## src/rtl/core/periodic_task_timer_table_top_macros.svh

```systemverilog
// Assertion helpers shared by the timer table RTL.
// Both expect clk and rst_n in scope.
`ifndef PERIODIC_TASK_TIMER_TABLE_TOP_MACROS_SVH
`define PERIODIC_TASK_TIMER_TABLE_TOP_MACROS_SVH

// same-cycle implication
`define PTT_ASSERT_IMP(lbl, ante, cons, msg) \
    lbl: assert property (@(posedge clk) disable iff (!rst_n) (ante) |-> (cons)) \
        else $error(msg);

// next-cycle implication
`define PTT_ASSERT_NXT(lbl, ante, cons, msg) \
    lbl: assert property (@(posedge clk) disable iff (!rst_n) (ante) |=> (cons)) \
        else $error(msg);

`endif

```

## src/rtl/core/ptt_pkg.sv

```systemverilog
package ptt_pkg;

    localparam int SLOT_COUNT  = 16;
    localparam int MAX_RESULTS = 16;
    localparam int SLOT_W      = (SLOT_COUNT > 1) ? $clog2(SLOT_COUNT) : 1;
    localparam int RES_W       = (MAX_RESULTS > 1) ? $clog2(MAX_RESULTS) : 1;

    localparam logic [2:0] CMD_TICK     = 3'd0;
    localparam logic [2:0] CMD_REGISTER = 3'd1;
    localparam logic [2:0] CMD_DELETE   = 3'd2;
    localparam logic [2:0] CMD_MODIFY   = 3'd3;
    localparam logic [2:0] CMD_EXECUTE  = 3'd4;

    localparam logic [1:0] KIND_ASSIGNED = 2'd0;
    localparam logic [1:0] KIND_FULL     = 2'd1;
    localparam logic [1:0] KIND_DUE      = 2'd2;
    localparam logic [1:0] KIND_DONE     = 2'd3;

    typedef logic [SLOT_W-1:0] slot_idx_t;

    // write request into the slot store, one enable per lane
    typedef struct packed {
        logic        tag_we;
        logic        cd_we;
        logic        per_we;
        slot_idx_t   addr;
        logic [7:0]  tag;
        logic [15:0] cd;
        logic [15:0] period;
    } ptt_wr_t;

endpackage

```

## src/rtl/core/ptt_slot_ram.sv

```systemverilog
module ptt_slot_ram
    import ptt_pkg::*;
(
    input  logic        clk,
    input  ptt_wr_t     wr,
    input  slot_idx_t   rd_addr,
    output logic [7:0]  rd_tag,
    output logic [15:0] rd_cd,
    output logic [15:0] rd_period
);

    logic [7:0]  tag_mem [SLOT_COUNT];
    logic [15:0] cd_mem  [SLOT_COUNT];
    logic [15:0] per_mem [SLOT_COUNT];

    always_ff @(posedge clk)
    begin
        if (wr.tag_we)
        begin
            tag_mem[wr.addr] <= wr.tag;
        end
        if (wr.cd_we)
        begin
            cd_mem[wr.addr] <= wr.cd;
        end
        if (wr.per_we)
        begin
            per_mem[wr.addr] <= wr.period;
        end
    end

    always_ff @(posedge clk)
    begin
        rd_tag    <= tag_mem[rd_addr];
        rd_cd     <= cd_mem[rd_addr];
        rd_period <= per_mem[rd_addr];
    end

endmodule

```

## src/rtl/core/periodic_task_timer_table_top.sv

```systemverilog
// Timer slot table with tick, register, delete, modify and execute commands.
// Request channel: command and its fields are taken at a rising edge with
// start high and busy low; busy stays high while a command is worked on.
// Result channel: result_strobe marks each result for exactly one cycle;
// last is set on the final result of a command. Results cannot be held off.
// Per command, one slot per cycle through the store's single read port:
//   delete, modify, unknown: result the cycle after the request, busy stays
//     low, so a new request may follow in the next cycle.
//   register: busy while it walks to the lowest free slot (full if none);
//     the result comes in the first cycle with busy low.
//   tick: busy while each slot is read, then written back if it is used.
//   execute: busy while slots are read; due results stream one per cycle
//     at most, the last one in the first cycle with busy low.
// Reset clears the used and due flags at once; slot contents are left as
// they are and their data is only used once a register has written them.
module periodic_task_timer_table_top
    import ptt_pkg::*;
(
    input  logic        clk,
    input  logic        rst_n,
    input  logic        start,
    output logic        busy,
    input  logic [2:0]  command,
    input  logic [15:0] start_delay,
    input  logic [15:0] reload_value,
    input  logic [3:0]  slot_index,
    input  logic [7:0]  handler_tag,
    output logic        result_strobe,
    output logic [1:0]  result_kind,
    output logic [3:0]  slot_number,
    output logic [7:0]  due_tag,
    output logic        last
);

    `include "periodic_task_timer_table_top_macros.svh"

    localparam logic [1:0] ST_IDLE = 2'd0;
    localparam logic [1:0] ST_TICK = 2'd1;
    localparam logic [1:0] ST_REG  = 2'd2;
    localparam logic [1:0] ST_EXEC = 2'd3;

    localparam slot_idx_t LAST_SLOT = SLOT_W'(SLOT_COUNT - 1);
    localparam logic [RES_W-1:0] LAST_RES = RES_W'(MAX_RESULTS - 1);

    logic [1:0]            state_reg, state_next;
    slot_idx_t             scan_reg, scan_next;
    logic                  iss_done_reg, iss_done_next;
    logic                  stg_valid_reg, stg_valid_next;
    slot_idx_t             stg_idx_reg, stg_idx_next;
    logic                  stg_last_reg, stg_last_next;
    logic [RES_W-1:0]      cnt_reg, cnt_next;
    logic [SLOT_COUNT-1:0] used_reg, used_next;
    logic [SLOT_COUNT-1:0] due_reg, due_next;
    logic [15:0]           delay_reg, delay_next;
    logic [15:0]           reload_reg, reload_next;
    logic [7:0]            tag_reg, tag_next;

    logic                  res_strobe_reg, res_strobe_next;
    logic [1:0]            res_kind_reg, res_kind_next;
    logic [3:0]            res_slot_reg, res_slot_next;
    logic [7:0]            res_tag_reg, res_tag_next;
    logic                  res_last_reg, res_last_next;

    ptt_wr_t               wr;
    logic [7:0]            rd_tag;
    logic [15:0]           rd_cd;
    logic [15:0]           rd_period;

    logic [SLOT_COUNT-1:0] pend;
    logic [SLOT_COUNT-1:0] pend_above;
    logic                  more_due;
    logic                  idx_ok;
    slot_idx_t             req_idx;
    logic [15:0]           cd_dec;
    logic                  accept;

    ptt_slot_ram u_ram
    (
        .clk       (clk),
        .wr        (wr),
        .rd_addr   (scan_reg),
        .rd_tag    (rd_tag),
        .rd_cd     (rd_cd),
        .rd_period (rd_period)
    );

    assign busy    = (state_reg != ST_IDLE);
    assign accept  = start && !busy;
    assign idx_ok  = (32'(slot_index) < 32'(SLOT_COUNT));
    assign req_idx = SLOT_W'(slot_index);
    assign pend    = used_reg & due_reg;
    assign cd_dec  = (rd_cd != 16'd0) ? (rd_cd - 16'd1) : 16'd0;

    // due slots above the one in the stage decide whether this result is last
    always_comb
    begin
        for (int j = 0; j < SLOT_COUNT; j++)
        begin
            pend_above[j] = pend[j] && (j > int'(stg_idx_reg));
        end
    end
    assign more_due = |pend_above;

    always_comb
    begin
        state_next      = state_reg;
        scan_next       = scan_reg;
        iss_done_next   = iss_done_reg;
        stg_valid_next  = 1'b0;
        stg_idx_next    = stg_idx_reg;
        stg_last_next   = stg_last_reg;
        cnt_next        = cnt_reg;
        used_next       = used_reg;
        due_next        = due_reg;
        delay_next      = delay_reg;
        reload_next     = reload_reg;
        tag_next        = tag_reg;
        res_strobe_next = 1'b0;
        res_kind_next   = res_kind_reg;
        res_slot_next   = res_slot_reg;
        res_tag_next    = res_tag_reg;
        res_last_next   = res_last_reg;
        wr              = '0;

        case (state_reg)
            ST_IDLE:
            begin
                if (accept)
                begin
                    scan_next     = '0;
                    iss_done_next = 1'b0;
                    cnt_next      = '0;
                    delay_next    = start_delay;
                    reload_next   = reload_value;
                    tag_next      = handler_tag;
                    res_kind_next = KIND_DONE;
                    res_slot_next = 4'd0;
                    res_tag_next  = 8'd0;
                    res_last_next = 1'b1;
                    case (command)
                        CMD_TICK:     state_next = ST_TICK;
                        CMD_REGISTER: state_next = ST_REG;
                        CMD_EXECUTE:  state_next = ST_EXEC;
                        CMD_DELETE:
                        begin
                            if (idx_ok)
                            begin
                                used_next[req_idx] = 1'b0;
                                due_next[req_idx]  = 1'b0;
                            end
                            res_strobe_next = 1'b1;
                        end
                        CMD_MODIFY:
                        begin
                            wr.per_we       = idx_ok;
                            wr.addr         = req_idx;
                            wr.period       = reload_value;
                            res_strobe_next = 1'b1;
                        end
                        default:
                        begin
                            res_strobe_next = 1'b1;
                        end
                    endcase
                end
            end

            ST_REG:
            begin
                if (!used_reg[scan_reg])
                begin
                    wr.tag_we           = 1'b1;
                    wr.cd_we            = 1'b1;
                    wr.per_we           = 1'b1;
                    wr.addr             = scan_reg;
                    wr.tag              = tag_reg;
                    wr.cd               = delay_reg;
                    wr.period           = reload_reg;
                    used_next[scan_reg] = 1'b1;
                    due_next[scan_reg]  = 1'b0;
                    res_strobe_next     = 1'b1;
                    res_kind_next       = KIND_ASSIGNED;
                    res_slot_next       = 4'(scan_reg);
                    state_next          = ST_IDLE;
                end
                else if (scan_reg == LAST_SLOT)
                begin
                    res_strobe_next = 1'b1;
                    res_kind_next   = KIND_FULL;
                    state_next      = ST_IDLE;
                end
                else
                begin
                    scan_next = scan_reg + 1'b1;
                end
            end

            ST_TICK, ST_EXEC:
            begin
                // read side: one slot address per cycle
                if (!iss_done_reg)
                begin
                    stg_valid_next = 1'b1;
                    stg_idx_next   = scan_reg;
                    stg_last_next  = (scan_reg == LAST_SLOT);
                    if (scan_reg == LAST_SLOT)
                    begin
                        iss_done_next = 1'b1;
                    end
                    else
                    begin
                        scan_next = scan_reg + 1'b1;
                    end
                end

                // stage side: read data belongs to stg_idx_reg
                if (stg_valid_reg && state_reg == ST_TICK)
                begin
                    if (used_reg[stg_idx_reg])
                    begin
                        wr.cd_we = 1'b1;
                        wr.addr  = stg_idx_reg;
                        if (cd_dec == 16'd0)
                        begin
                            wr.cd                 = rd_period;
                            due_next[stg_idx_reg] = 1'b1;
                        end
                        else
                        begin
                            wr.cd = cd_dec;
                        end
                    end
                    if (stg_last_reg)
                    begin
                        res_strobe_next = 1'b1;
                        state_next      = ST_IDLE;
                    end
                end
                else if (stg_valid_reg)
                begin
                    if (pend[stg_idx_reg])
                    begin
                        due_next[stg_idx_reg] = 1'b0;
                        if (rd_period == 16'd0)
                        begin
                            used_next[stg_idx_reg] = 1'b0;
                        end
                        res_strobe_next = 1'b1;
                        res_kind_next   = KIND_DUE;
                        res_slot_next   = 4'(stg_idx_reg);
                        res_tag_next    = rd_tag;
                        res_last_next   = !more_due || (cnt_reg == LAST_RES);
                        cnt_next        = cnt_reg + 1'b1;
                        if (!more_due || (cnt_reg == LAST_RES))
                        begin
                            state_next = ST_IDLE;
                        end
                    end
                    else if (stg_last_reg)
                    begin
                        // nothing was due
                        res_strobe_next = 1'b1;
                        res_kind_next   = KIND_DONE;
                        res_slot_next   = 4'd0;
                        res_tag_next    = 8'd0;
                        res_last_next   = 1'b1;
                        state_next      = ST_IDLE;
                    end
                end
            end

            default:
            begin
                state_next = ST_IDLE;
            end
        endcase
    end

    always_ff @(posedge clk or negedge rst_n)
    begin
        if (!rst_n)
        begin
            state_reg      <= ST_IDLE;
            scan_reg       <= '0;
            iss_done_reg   <= 1'b0;
            stg_valid_reg  <= 1'b0;
            cnt_reg        <= '0;
            used_reg       <= '0;
            due_reg        <= '0;
            res_strobe_reg <= 1'b0;
        end
        else
        begin
            state_reg      <= state_next;
            scan_reg       <= scan_next;
            iss_done_reg   <= iss_done_next;
            stg_valid_reg  <= stg_valid_next;
            cnt_reg        <= cnt_next;
            used_reg       <= used_next;
            due_reg        <= due_next;
            res_strobe_reg <= res_strobe_next;
        end
    end

    always_ff @(posedge clk)
    begin
        stg_idx_reg  <= stg_idx_next;
        stg_last_reg <= stg_last_next;
        delay_reg    <= delay_next;
        reload_reg   <= reload_next;
        tag_reg      <= tag_next;
        res_kind_reg <= res_kind_next;
        res_slot_reg <= res_slot_next;
        res_tag_reg  <= res_tag_next;
        res_last_reg <= res_last_next;
    end

    assign result_strobe = res_strobe_reg;
    assign result_kind   = res_kind_reg;
    assign slot_number   = res_slot_reg;
    assign due_tag       = res_tag_reg;
    assign last          = res_last_reg;

    `PTT_ASSERT_IMP(a_more_keeps_busy, result_strobe && !last, busy, "non-final result while idle")
    `PTT_ASSERT_IMP(a_single_is_last, result_strobe && (result_kind != KIND_DUE), last, "single result not last")
    `PTT_ASSERT_NXT(a_delete_answers, accept && (command == CMD_DELETE), result_strobe && last, "delete gave no result")
    `PTT_ASSERT_IMP(a_assigned_used, result_strobe && (result_kind == KIND_ASSIGNED), used_reg[SLOT_W'(slot_number)], "assigned slot not in use")

endmodule
```

## config.mk

```make
export PLATFORM = sky130hd
export DESIGN_NAME = periodic_task_timer_table_top
export DESIGN_NICKNAME = d
export VERILOG_FILES = /design/src/rtl/core/ptt_pkg.sv /design/src/rtl/core/ptt_slot_ram.sv /design/src/rtl/core/periodic_task_timer_table_top.sv
export VERILOG_INCLUDE_DIRS = /design/src /design/src/rtl/core
export SDC_FILE = /design/constraint.sdc
export NUM_CORES = 1
export LEC_CHECK = 0
export ABC_AREA = 1
export BUFFER_PORTS_ARGS = -buffer_cell sky130_fd_sc_hd__buf_2
export CAP_MARGIN = 15
export CORE_MARGIN = 2
export CORE_UTILIZATION = 50
export CTS_BUF_LIST = sky130_fd_sc_hd__clkbuf_4 sky130_fd_sc_hd__clkbuf_8
export CTS_CLUSTER_SIZE = 30
export DETAILED_ROUTE_END_ITERATION = 7
export PLACE_DENSITY = 0.66
export SLEW_MARGIN = 25
export SYNTH_ARGS = -nofsm -noshare
export SYNTH_HDL_FRONTEND = slang
export SYNTH_SLANG_ARGS = --single-unit
```

## constraint.sdc

```tcl
create_clock -name clk -period 8.5 [get_ports clk]
set_input_delay 0.85 -clock clk [delete_from_list [all_inputs] [get_ports clk]]
set_output_delay 0.85 -clock clk [all_outputs]
set_load 0.005 [all_outputs]
```

; ---- Word-level counts from Yosys, hierarchy flattened
; Memories as Yosys holds them, arrays and structs flattened. A register that Yosys moved wholly into a read port is not among the register bits.
; Index checks and enable logic that the tools add are counted.
; Widths: inputs -> output; s select.
[totals]
reg_bits = 105
latchBits = 0
ramBits = 640
rom_bits = 0
in_bits = 50
output_inout_bits = 17
elab_cells = 240
memories = 3
[memory_table]
columns = memory, words, width, read_ports, rd_ports_with_merged_regs, wr, line
row1 = u_ram.cd_mem, 16, 16, 1, 1, 1, ptt_slot_ram.sv:13  ; logic [15:0] cd_mem [SLOT_COUNT];
row2 = u_ram.per_mem, 16, 16, 1, 1, 1, ptt_slot_ram.sv:14  ; logic [15:0] per_mem [SLOT_COUNT];
row3 = u_ram.tag_mem, 16, 8, 1, 1, 1, ptt_slot_ram.sv:12  ; logic [7:0] tag_mem [SLOT_COUNT];
[op_classes]
addsub = 3
multipliers = 0
n_div = 0
n_lt_le_gt_ge = 21
n_eq_ne = 26
n_shift = 0
mux = 114
n_bitwise = 12
reduce_logical = 44
[ops]
columns = cell, count
row1 = $mux 16, 21
row2 = $and 16x16->16, 6
row3 = $pmux 16 s3, 2
row4 = $pmux 16 s2, 2
row5 = $mux 4, 14
row6 = $mux 8, 6
row7 = $not 16->16, 3
row8 = $mux 47, 1
row9 = $pmux 4 s3, 3
row10 = $gt 4x4->1 const A, 8
row11 = $logic_not 16->1, 2
row12 = $mux 1, 32
row13 = $or 16x16->16, 2
row14 = $mux 2, 15
row15 = $reduce_and 5->1, 5
row16 = $logic_and 1x1->1, 20
row17 = $ne 3x3->1 const B, 6
row18 = $pmux 2 s3, 3
row19 = $gt 3x4->1 const A, 4
row20 = $ne 2x2->1 const B, 8
row21 = $pmux 8 s2, 1
row22 = $reduce_bool 16->1, 1
row23 = $sub 16x1->16 const B, 1
row24 = $lt 4x5->1 const B, 3
row25 = other kinds (31), 51

; ---- Longest topological paths before layout
; Gate-level depths: netlist of the first run.
[logic_depth]
ltp_word = 11
mapped_depth = 17
depth_no_buf = 16

; ---- Hierarchy
; A second synthesis of the first run with hierarchy kept.
[unflattened]
hier_cells = 3702
area_unflattened_um2 = 35871.9
[by_module_without_submodules]
columns = mod, instances, cells_per_inst, area_each_um2
row1 = ptt_slot_ram, 1, 2700, 28577.4
row2 = periodic_task_timer_table_top, 1, 1002, 7294.5

; ---- Worst setup path after synthesis of the first run
; No wires, ideal clock.
[synth_path]
kind = input-to-reg
startpoint = input port start
endpoint = memory u_ram.cd_mem[10][0] (enable)
arrival_time_ps = 3145
setup_slack_ps = 4967
stages = 9
n_path_buf = 0
path_cell_list = nor2_2 nor2_4 nand2_1 nor2_1 nand3b_1 inv_1 nor2_2 nand2_1 nor2_1
[synth_via]
elab_chain_len = 3
[synth_rtl]
columns = element, line
row1 = from (decl), periodic_task_timer_table_top.sv:21  ; input logic start,
row2 = $logic_and 1x1->1, periodic_task_timer_table_top.sv:88  ; assign accept = start && !busy;
row3 = $mux 5, periodic_task_timer_table_top.sv:128  ; if (accept)
row4 = $pmux 4 s3, periodic_task_timer_table_top.sv:125  ; case (state_reg)
row5 = to (decl), ptt_slot_ram.sv:13
; No other way between the ends.

; ---- Final worst setup path of the first run
[layout_path]
startpoint = register state_reg[1]
endpoint = memory u_ram.cd_mem[7][15] (enable)
[layout_via]
elab_chain_len = 6
[layout_rtl]
columns = element, line
row1 = from (decl), periodic_task_timer_table_top.sv:45  ; logic [1:0] state_reg, state_next;
row2 = from (signal assigned), periodic_task_timer_table_top.sv:294  ; state_reg <= state_next;
row3 = $eq 2x1->1, "periodic_task_timer_table_top.sv:125, periodic_task_timer_table_top.sv:217"
row4 = $logic_and 1x1->1, periodic_task_timer_table_top.sv:217  ; if (stg_valid_reg && state_reg == ST_TICK)
row5 = $mux 1, periodic_task_timer_table_top.sv:217
row6 = $pmux 1 s2, periodic_task_timer_table_top.sv:125
row7 = $mux 1, ptt_slot_ram.sv:22  ; if (wr.cd_we)
row8 = $mux 1 (not written as such), ptt_slot_ram.sv:24  ; cd_mem[wr.addr] <= wr.cd;
; Several ways; a longest one is shown, not always the timed one.

==> results of run 1 <==
==> kinds of logic (layout without fill, tap and decap cells) <==
logic type,after synthesis,after routing
buffers and inverters,291,439
and+or+nand+nor,1136,1136
DFF,785,785
AOI/OAI and AO/OA,653,653
other,0,1
adders and majority gates,7,7
==> synthesized netlist by cell type, types with 16 or more instances <==
master / n / area share [%]
a21oi_1: 27 / 0.41
a22o_1: 16 / 0.43
buf_2: 34 / 0.52
clkbuf_1: 115 / 1.3
dfrtp_1: 45 / 3.5
dfxtp_1: 40 / 2.5
edfxtp_1: 700 / 64
inv_1: 117 / 1.3
nand2_1: 469 / 5.4
nand3_1: 64 / 0.98
nand4_1: 74 / 1.4
nor2_1: 470 / 5.4
nor2_2: 21 / 0.40
o211ai_1: 18 / 0.41
o21ai_0: 378 / 5.8
o21ai_1: 21 / 0.32
o22ai_1: 173 / 3.3
==> per-stage QoR <==
stage	utilization, %	cells	hold slack [ns]
after global placement	52.1	3645	0.484
final	56.3	3876	0.126
after CTS	56.2	3874	0.106
after detailed placement	52.1	3645	0.492
after global routing	56.3	3876	0.145
after floorplan	-	2872	0.420
==> layout by cell type (no fill, tap or decap), types with 4 or more instances in the layout <==
cell / n
a21oi_1: 27
a22o_1: 16
buf_2: 65
buf_4: 19
clkbuf_4: 46
clkbuf_8: 143
clkinv_1: 14
clkinv_2: 17
dfrtp_1: 43
dfxtp_1: 40
edfxtp_1: 700
ha_1: 7
inv_1: 115
inv_2: 7
nand2_1: 469
nand2_2: 8
nand3_1: 64
nand4_1: 74
nor2_1: 429
nor2_2: 56
nor2_4: 12
nor3_1: 8
nor4_1: 5
o211ai_1: 18
o21ai_0: 378
o21ai_1: 21
o22ai_1: 173
o31ai_1: 4
==> worst max-delay path, delay by kind of cell, from the launching register on <==
family        cells  cell delay, ns
flops             1            0.53
simple gates      9            3.16
buf+inv           3            0.89
==> report_power, final <==
group          switching (mW)  leakage (nW)  total [mW]  internal, mW
logic                    2.54          3.97        3.35         0.813
clock network            1.51          1.42        3.35          1.84
registers               0.330          7.44        5.10          4.77
total                    4.37          12.8        11.8          7.42
==> per-layer routing <==
metal	vias up	share of wire (%)	track usage [%]
li1	10400	-	-
met1	11200	41	39.0
met2	1342	45	41.7
met3	182	11	6.14
met4	0	3.1	9.34
met5	-	0	0
==> final cells by class <==
class | instances | area [um2] | area share [%]
multi-input cells | 1796 | 8630 | 23.8
clock inverters | 40 | 332 | 0.914
inverters | 125 | 479 | 1.32
repair buffers | 85 | 495 | 1.37
diodes | 1 | 2.50 | 0.00690
clock buffers | 189 | 2310 | 6.38
flip-flops and latches | 785 | 23000 | 63.3
well taps | 855 | 1070 | 2.95
==> worst max path at each step <==
stage,slack [ns],end
after floorplan,4.97,u_ram.cd_mem[10][0]
after global placement,3.29,u_ram.cd_mem[0][14]
after detailed placement,3.20,u_ram.cd_mem[0][0]
after CTS,3.16,u_ram.cd_mem[0][12]
after global routing,3.29,u_ram.cd_mem[4][11]
final,3.52,u_ram.cd_mem[7][15]
==> metrics.txt, run 1 <==
Area Overhead vs Synth=11.2%; dpl ws=3.20 ns; CP endpoint kind=flop; H-tree Lvls=3; Hold-fix buffers, CTS=0; Vias/cell=5.97; Resized Gates After CTS=0; Highest Clock Rate=0.201 GHz; crit path max-delay cell type=nor2_2; reg2reg end=u_ram.cd_mem[7][15]; Worst slew margin=29.1%; leakage=roughly 13 nW; synthesized flop and latch total=785; Final setup viols=0; max cap viols=0; HPWL Detailed=58,300 um; status=completed; DR iter-0 viols=3,156; DRC viols=0; Mapped Nets=slightly below 3,000; RSZ-0062 raised after global routing=false; aggregate global routing overflow=0; Synth Area in Adders=less than 1%; slowest stage delay, CP=approximately 0.84 ns; ys async rst share=5.73%; Slew @ Worst Pin=1.06 ns; # nets final=2,970; final worst slack=3.52 ns; Core Rows=93; initial antenna violation count=2; Synth Flop Type=edfxtp_1; Starting Density=50.6%; Die Height=259 um; worst setup path start=state_reg[1]; Vias=23,100; xor/xnor share of the synthesized area=0%; cell repeated most along the worst path=nand2_1; CP required=8.85 ns; Avg Inst Size Synth=roughly 11 um2; Top Ports=67; Period Utilization, post-route=58.5%; Pre-antenna DRT Iters=5; antenna-violating nets left=0; clock sinks=785; CP Class=flop to flop; DR WL/cell=23.9 um; HP Class=primary input to asynchronous set/reset pin; Setup Skew=0.0498 ns; Die X=259 um; share of layout cells above drive strength 1=13.3%; final setup TNS=0 ns; Seq/Total Area, Yosys=70.3%; Slew Viols, Final=0; mux cell area share after synthesis=0%; largest net degree at the start of global routing=approximately 160; Die Area=just under 0.07 mm2; Post-DP Area=0.0336 mm2; Post-Synthesis Cell Area=0.0326 mm2; post-synth cell types=47; CTS Buf Count=120; Post-synth EDFFs=700; Synth Area in Compound Gates=11.2%; final WL=92,600 um; CTS tree=yes; maximum VDD drop=between 200 and 250 uV; CP Cell Sequence=nor2_1 -> inv_1 -> nor2_2 -> nor2_4 -> nand2_1 -> nor2_1 -> nand3b_1 -> inv_1 -> nand2_1 -> inv_2 -> nand2_1 -> nor2_2; design area=0.0363 mm2; largest family of logic cells by synthesized area=simple AND/OR/NAND/NOR gates; PortBufs=between 60 and 70; Yosys warning count=0; launching point of the worst reg2reg path=state_reg[1]; Largest regs=u_ram.cd_mem (256), u_ram.per_mem (256), u_ram.tag_mem (128); GRT Util Overall=27.4%; GP Congestion=0.967; Reg clk slew, reported paths=0.06 ns; cell count after synthesis=2,872; CTS Buffer Depth=3; Cell Pwr Density=325 mW/mm2; Root Buffer=clkbuf_8; core area=0.0645 mm2; Layout fillers=5,367; CP startpoint kind=flop; crit path DAT=5.32 ns; Design Power=11.8 mW; minimum clock period=4.98 ns; postcts setup bufs=0; R2R Setup Slk=~3.5 ns; Simple-Gate Fraction of Synth Area=14.6%; final hold violation count=0; Clk Latency, worst-skew pair=0.78 ns; first-pass GRT wire length=138,000 um; Worst R2R Path Depth=12; Max FO, Critical Path=16; vias in the first global route=21,800
Note: power is estimated with default switching activity, not from simulation.
==> run 2, diff against run 1 <==
--- a/config.mk
+++ b/config.mk
@@ -6,7 +6,7 @@
 export SDC_FILE = /design/constraint.sdc
 export NUM_CORES = 1
 export LEC_CHECK = 0
-export ABC_AREA = 1
+export ABC_AREA = 0
 export BUFFER_PORTS_ARGS = -buffer_cell sky130_fd_sc_hd__buf_2
 export CAP_MARGIN = 15
 export CORE_MARGIN = 2
==> constraint.sdc (replaced) <==
create_clock -name clk -period 5 [get_ports clk]
set_input_delay 0.5 -clock clk [delete_from_list [all_inputs] [get_ports clk]]
set_output_delay 0.5 -clock clk [all_outputs]
set_load 0.005 [all_outputs]
==> run 2 against run 1 <==
  * Total power is 7.0% higher
  * Largest power group unchanged
  * Clock skew is 0.019 ns lower
  * Final cell count is 26% lower
  * Count of clock-buffer cells in the layout is 2 higher
  * Global-route usage is 4.2 points lower
  * Worst setup slack worse by 2.6 ns
  * Fmax is 23% higher
  * Routed wire length is 19% lower
  * Die area is 2.5% lower
  * Critical path type unchanged
==> metrics.txt, run 2 <==
CTS tree=yes; Area contributors post-synth=edfxtp_1 66%, mux4_2 15%, dfrtp_1 3.5%, dfxtp_1 2.5%, nand2_1 1.1%; Die Height=256 um; slowest stage delay, CP=0.76 ns; CP Cell Sequence=mux4_2 -> mux2i_1 -> mux2_2 -> and2_2 -> nand2_1 -> a21o_1 -> nor2_1; Post-synth EDFFs=700; commonest non-fill, non-tap cell in the layout=edfxtp_1; crit path max-delay cell type=nor2_1; DRC viols=0; Worst slew margin=30.0%; Vias=17,200; Slew Viols, Final=0; Die X=approximately 260 um; Cell Pwr Density=about 350 mW/mm2; Seq/Total Area, Yosys=between 70 and 80%; share of layout cells above drive strength 1=31.3%; cell count after synthesis=1,701; Yosys top cell by area=edfxtp_1; H-tree Lvls=4; Post-Synthesis Cell Area=0.0318 mm2; Starting Density=50.5%; PortBufs=66; Core Rows=92; CP Class=flop to flop; Slew @ Worst Pin=1.04 ns; CTS Buffer Depth=3; CP required=~5.4 ns; leakage=12.6 nW; Setup Skew=just over 0.03 ns; clock sinks=a little under 800; GP Congestion=0.924; RSZ-0062 raised after global routing=false; Reg clk slew, reported paths=~0.06 ns; final WL=about 75,000 um; Hold Path Cell Cnt=3; core area=approximately 0.063 mm2; Clk Latency, worst-skew pair=between 0.7 and 0.8 ns; commonest cells after routing, fill and taps aside=700 x edfxtp_1, 208 x mux4_2, 142 x clkbuf_8, 97 x nand2_1, 65 x buf_2; Avg Inst Size Synth=18.7 um2; Mapped Nets=around 1,800; Vias/cell=6.04; # nets final=1,965; instance count on the critical path=7; CP top delay family=simple AND/OR/NAND/NOR gates; synthesized flop and latch total=785; maximum VDD drop=236 uV; Area Overhead vs Synth=14.4%; CP endpoint kind=flop; vias in the first global route=approximately 17,000; aggregate global routing overflow=0; Highest Clock Rate=0.247 GHz; largest net degree at the start of global routing=120; Largest regs=u_ram.cd_mem (256), u_ram.per_mem (256), u_ram.tag_mem (128); Synth top area share=66.1%; crit path DAT=4.42 ns; DR WL/cell=~26 um; GRT Util Overall=23.2%; HP Class=primary input to flop; post-synth cell types=82; CP startpoint kind=flop; CTS Buf Count=130; Commonest cells post-synth=700 x edfxtp_1, 208 x mux4_2, 97 x nand2_1; Worst R2R Path Depth=7; final hold violation count=0; Synth Flop Type=edfxtp_1; most common cell in the netlist=edfxtp_1; dpl ws=0.996 ns; ys async rst share=5.73%; Yosys warning count=0; final worst slack=0.955 ns; max cap viols=0; final setup TNS=0 ns; Top Ports=67; HPWL Detailed=45,000 um; minimum clock period=just over 4 ns; Period Utilization, post-route=80.9%; Root Buffer=clkbuf_8; Final setup viols=0; first-pass GRT wire length=111,000 um; Max FO, Critical Path=22; antenna-violating nets left=0; status=completed; CP Buf/Inv Count=0; Die Area=0.0657 mm2; Pre-antenna DRT Iters=5; initial antenna violation count=2; DR iter-0 viols=1,894; Resized Gates After CTS=0
run 2: power breakdown:
part           switching (mW)  leakage [nW]  internal (mW)  total, mW
Combinational          0.0283          3.59         0.0372     0.0654
Sequential                  0          7.70           7.05       7.05
Clock                    2.48          1.34           3.03       5.51
Total                    2.51          12.6           10.1       12.6
run 2: area by class of cell:
type / count / area [um2]
Inverter: 15 / 56.3
Clock inverter: 40 / 235
Timing Repair Buffer: 170 / 1250
Tap cell: 846 / 1060
Clock buffer: 191 / 2320
Fill cell: 4724 / 26600
Multi-Input combinational cell: 806 / 8500
Sequential cell: 785 / 23000
Antenna cell: 1 / 2.50
run 2: per-layer routing:
metal  part of all wire, %  wire length, um  global-route usage (%)  up-vias
li1                      -                -                       -     7371
met3                   8.8             6600                    7.20      120
met5                 0.017               13                       0        -
met2                    48            35800                    35.6      772
met4                   2.6             1970                    8.22        2
met1                    41            30900                    31.7     8966
run 2: kinds of logic after synthesis:
logic type	Yosys count	share of synthesized area (%)
multiplexers	235	15.7
AND/OR/NAND/NOR	353	5.63
flip-flops	785	72.1
adder cells (fa/ha/maj)	7	0.275
buffers and inverters	110	1.56
AO/OA/AOI/OAI	193	4.21
XOR/XNOR	18	0.496
run 2: stage by stage:
| step | util [%] | total power [mW] | area (um2) | cells | hold slack [ns] |
|---|---|---|---|---|---|
| 2_1_floorplan | - | 7.19 | 31800 | 1701 | 0.204 |
| 3_3_place_gp | 52.9 | 7.22 | 33300 | 2579 | 0.490 |
| 3_5_place_dp | 53.0 | 7.22 | 33400 | 2579 | 0.493 |
| 4_1_cts | 57.7 | 12.7 | 36300 | 2852 | 0.0212 |
| 5_1_grt | 57.8 | 13.0 | 36400 | 2854 | 0.0809 |
| 6_report | 57.8 | 12.6 | 36400 | 2854 | 0.115 |
run 2: final timing paths:
kind / start / end / slack (ns)
max in group asynchronous: rst_n / scan_reg[1] / 4.20
worst max register to register: scan_reg[0] / u_ram.tag_mem[14][5] / 0.96
worst min register to register: u_ram.rd_tag[7] / due_tag[7] / 0.50
worst min-delay path: command[1] / state_reg[1] / 0.12
worst max-delay path: scan_reg[0] / u_ram.tag_mem[14][5] / 0.96
min in group asynchronous: rst_n / result_strobe / 0.31
run 2: worst register-to-register path, delay by kind of cell, from the launching register on:
kind	cells	cell delay, ns
mux	3	1.20
flops	1	0.49
compound gates	1	0.47
simple gates	3	1.50
run 2: timing repair:
item	CTS	global route
hold buffers	42	0
buffers inserted	0	0
hold endpoints to repair	86	0
==> run 3, diff against run 2 <==
--- a/config.mk
+++ b/config.mk
@@ -14,7 +14,7 @@
 export CTS_BUF_LIST = sky130_fd_sc_hd__clkbuf_4 sky130_fd_sc_hd__clkbuf_8
 export CTS_CLUSTER_SIZE = 30
 export DETAILED_ROUTE_END_ITERATION = 7
-export PLACE_DENSITY = 0.66
+export PLACE_DENSITY = 0.68
 export SLEW_MARGIN = 25
 export SYNTH_ARGS = -nofsm -noshare
 export SYNTH_HDL_FRONTEND = slang
==> constraint.sdc (replaced) <==
create_clock -name clk -period 3.5 [get_ports clk]
set_input_delay 0.35 -clock clk [delete_from_list [all_inputs] [get_ports clk]]
set_output_delay 0.35 -clock clk [all_outputs]
set_load 0.005 [all_outputs]
==> run 3 against run 2 <==
  * Via count decreased by 0.37%
  * Clock skew is 0.0091 ns lower
  * Utilization rose by 0.77 points
  * Hold slack got worse by 0.018 ns
  * Count of clock-buffer cells in the layout is 10 lower
  * Worst setup slack got worse by 0.79 ns
  * Sequential cell count did not move
  * Sequential share of layout area fell by 0.82 points
  * Global-route usage shrank 0.55 points
  * Routed wire length down 2.4%
  * Sequential power increased by 43%
  * Largest cell class unchanged
==> metrics.txt, run 3 (synthesis gave the netlist of run 2 again) <==
aggregate global routing overflow=0; Non-Filler Instances=2,881; Highest Clock Rate=0.300 GHz; final setup TNS=0 ns; Layout fillers=~4,600; GRT Util Overall=22.7%; Starting Density=50.5%; commonest cells after routing, fill and taps aside=700 x edfxtp_1, 208 x mux4_2, 133 x clkbuf_8, 97 x nand2_1, 70 x buf_4; CTS Buf Count=120; Vias=roughly 17,000; commonest non-fill, non-tap cell in the layout=edfxtp_1; Resized Gates After CTS=0; Cell Pwr Density=491 mW/mm2; CP required=4.10 ns; largest net degree at the start of global routing=170; # nets final=between 1,500 and 2,000; Final setup viols=0; PortBufs=66; Clk Latency, worst-skew pair=0.73 ns; RSZ-0062 raised after global routing=false; share of layout cells above drive strength 1=32.3%; dpl ws=0.255 ns; core area=approximately 0.063 mm2; Hold Path Cell Cnt=3; DR iter-0 viols=around 1,900; Worst R2R Path Depth=7; Hold-fix buffers, CTS=43; Multi-input gate area=0.00846 mm2; Largest regs=u_ram.cd_mem (256), u_ram.per_mem (256), u_ram.tag_mem (128); Design Power=18.1 mW; Slew Viols, Final=0; antenna-violating nets left=0; Die X=256 um; Die Height=between 200 and 300 um; CP startpoint kind=flop; CTS Buffer Depth=3; Top Ports=67; minimum clock period=3.33 ns; initial antenna violation count=1; DRC viols=0; final worst slack=0.165 ns; CTS tree=yes; CP endpoint kind=flop; design area=0.0369 mm2; Max FO, Critical Path=16; Post-DP Area=0.0339 mm2; first-pass GRT wire length=111,000 um; Period Utilization, post-route=a little over nine tenths; maximum VDD drop=328 uV; CP Class=flop to flop; Worst slew margin=28.5%; HP Class=primary input to flop; Pre-antenna DRT Iters=6; vias in the first global route=17,500; crit path DAT=3.93 ns; DR WL/cell=25.5 um; H-tree Lvls=3; max cap viols=0; Setup Skew=0.0213 ns; Reg clk slew, reported paths=0.06 ns; Area Overhead vs Synth=15.9%; status=completed; GP Congestion=0.962; clock sinks=~790; postcts setup bufs=0; final hold violation count=0; Slew @ Worst Pin=1.07 ns; HPWL Detailed=about 44,000 um; Die Area=0.0657 mm2; Vias/cell=5.96; leakage=12.9 nW; Core Rows=92; Root Buffer=clkbuf_8; FF/Latch Area=around 0.023 mm2; final WL=73,600 um; Inst Count DP=between 2,000 and 3,000
-- run 3: cell count changes in the layout (fill, tap and decap cells not counted), sizes merged, moves of 2 or more --
cell      change
buf          +32
clkbuf       -10
bufinv        +4
clkinvlp      -4
clkinv        +2
inv           +2
-- run 3: final cells by class --
type / instances / share of cell area (%)
clock inverters: 44 / 1.03
well taps: 846 / 2.87
diodes: 1 / 0.00679
multi-input cells: 806 / 22.9
clock buffers: 181 / 5.94
flip-flops and latches: 785 / 62.3
inverters: 15 / 0.153
repair buffers: 203 / 4.79
-- run 3: critical path, stage by stage (launching register included) --
cell	delay, ns
dfxtp_1	0.44
nor4_4	0.38
nand3b_1	0.14
nor4_1	0.85
o21ai_0	0.39
o31a_2	0.39
a21oi_1	0.24
mux2_2	0.35
-- run 3: per-layer routing --
metal | global-route usage (%) | routed length, um
met3 | 5.75 | 5560
met4 | 6.24 | 1460
met5 | 0 | 0
met2 | 35.3 | 35400
met1 | 32.1 | 31100
-- run 3: path summary, 6_finish.rpt --
path,startpoint,end,slack [ns]
max,u_ram.rd_cd[8],flop,0.17
min,command[2],state_reg[0],0.1
max reg2reg,u_ram.rd_cd[8],flop,0.17
min reg2reg,u_ram.rd_tag[6],due_tag[6],0.50
max in group asynchronous,rst_n,used_reg[6],2.45
min in group asynchronous,rst_n,result_strobe,0.25
-- run 3: power breakdown --
group	internal [mW]	switching, mW	total [mW]
Combinational	0.0542	0.0427	0.0970
Clock	4.40	3.54	7.93
Sequential	10.1	0	10.1
Total	14.5	3.58	18.1
-- run 3: metrics by stage --
stage | hold slack (ns) | utilization, %
finish | 0.0973 | 58.6
global route | 0.136 | 58.6
global placement | 0.447 | 53.8
detailed placement | 0.465 | 53.8
floorplan | 0.0544 | -
CTS | 0.0445 | 58.6
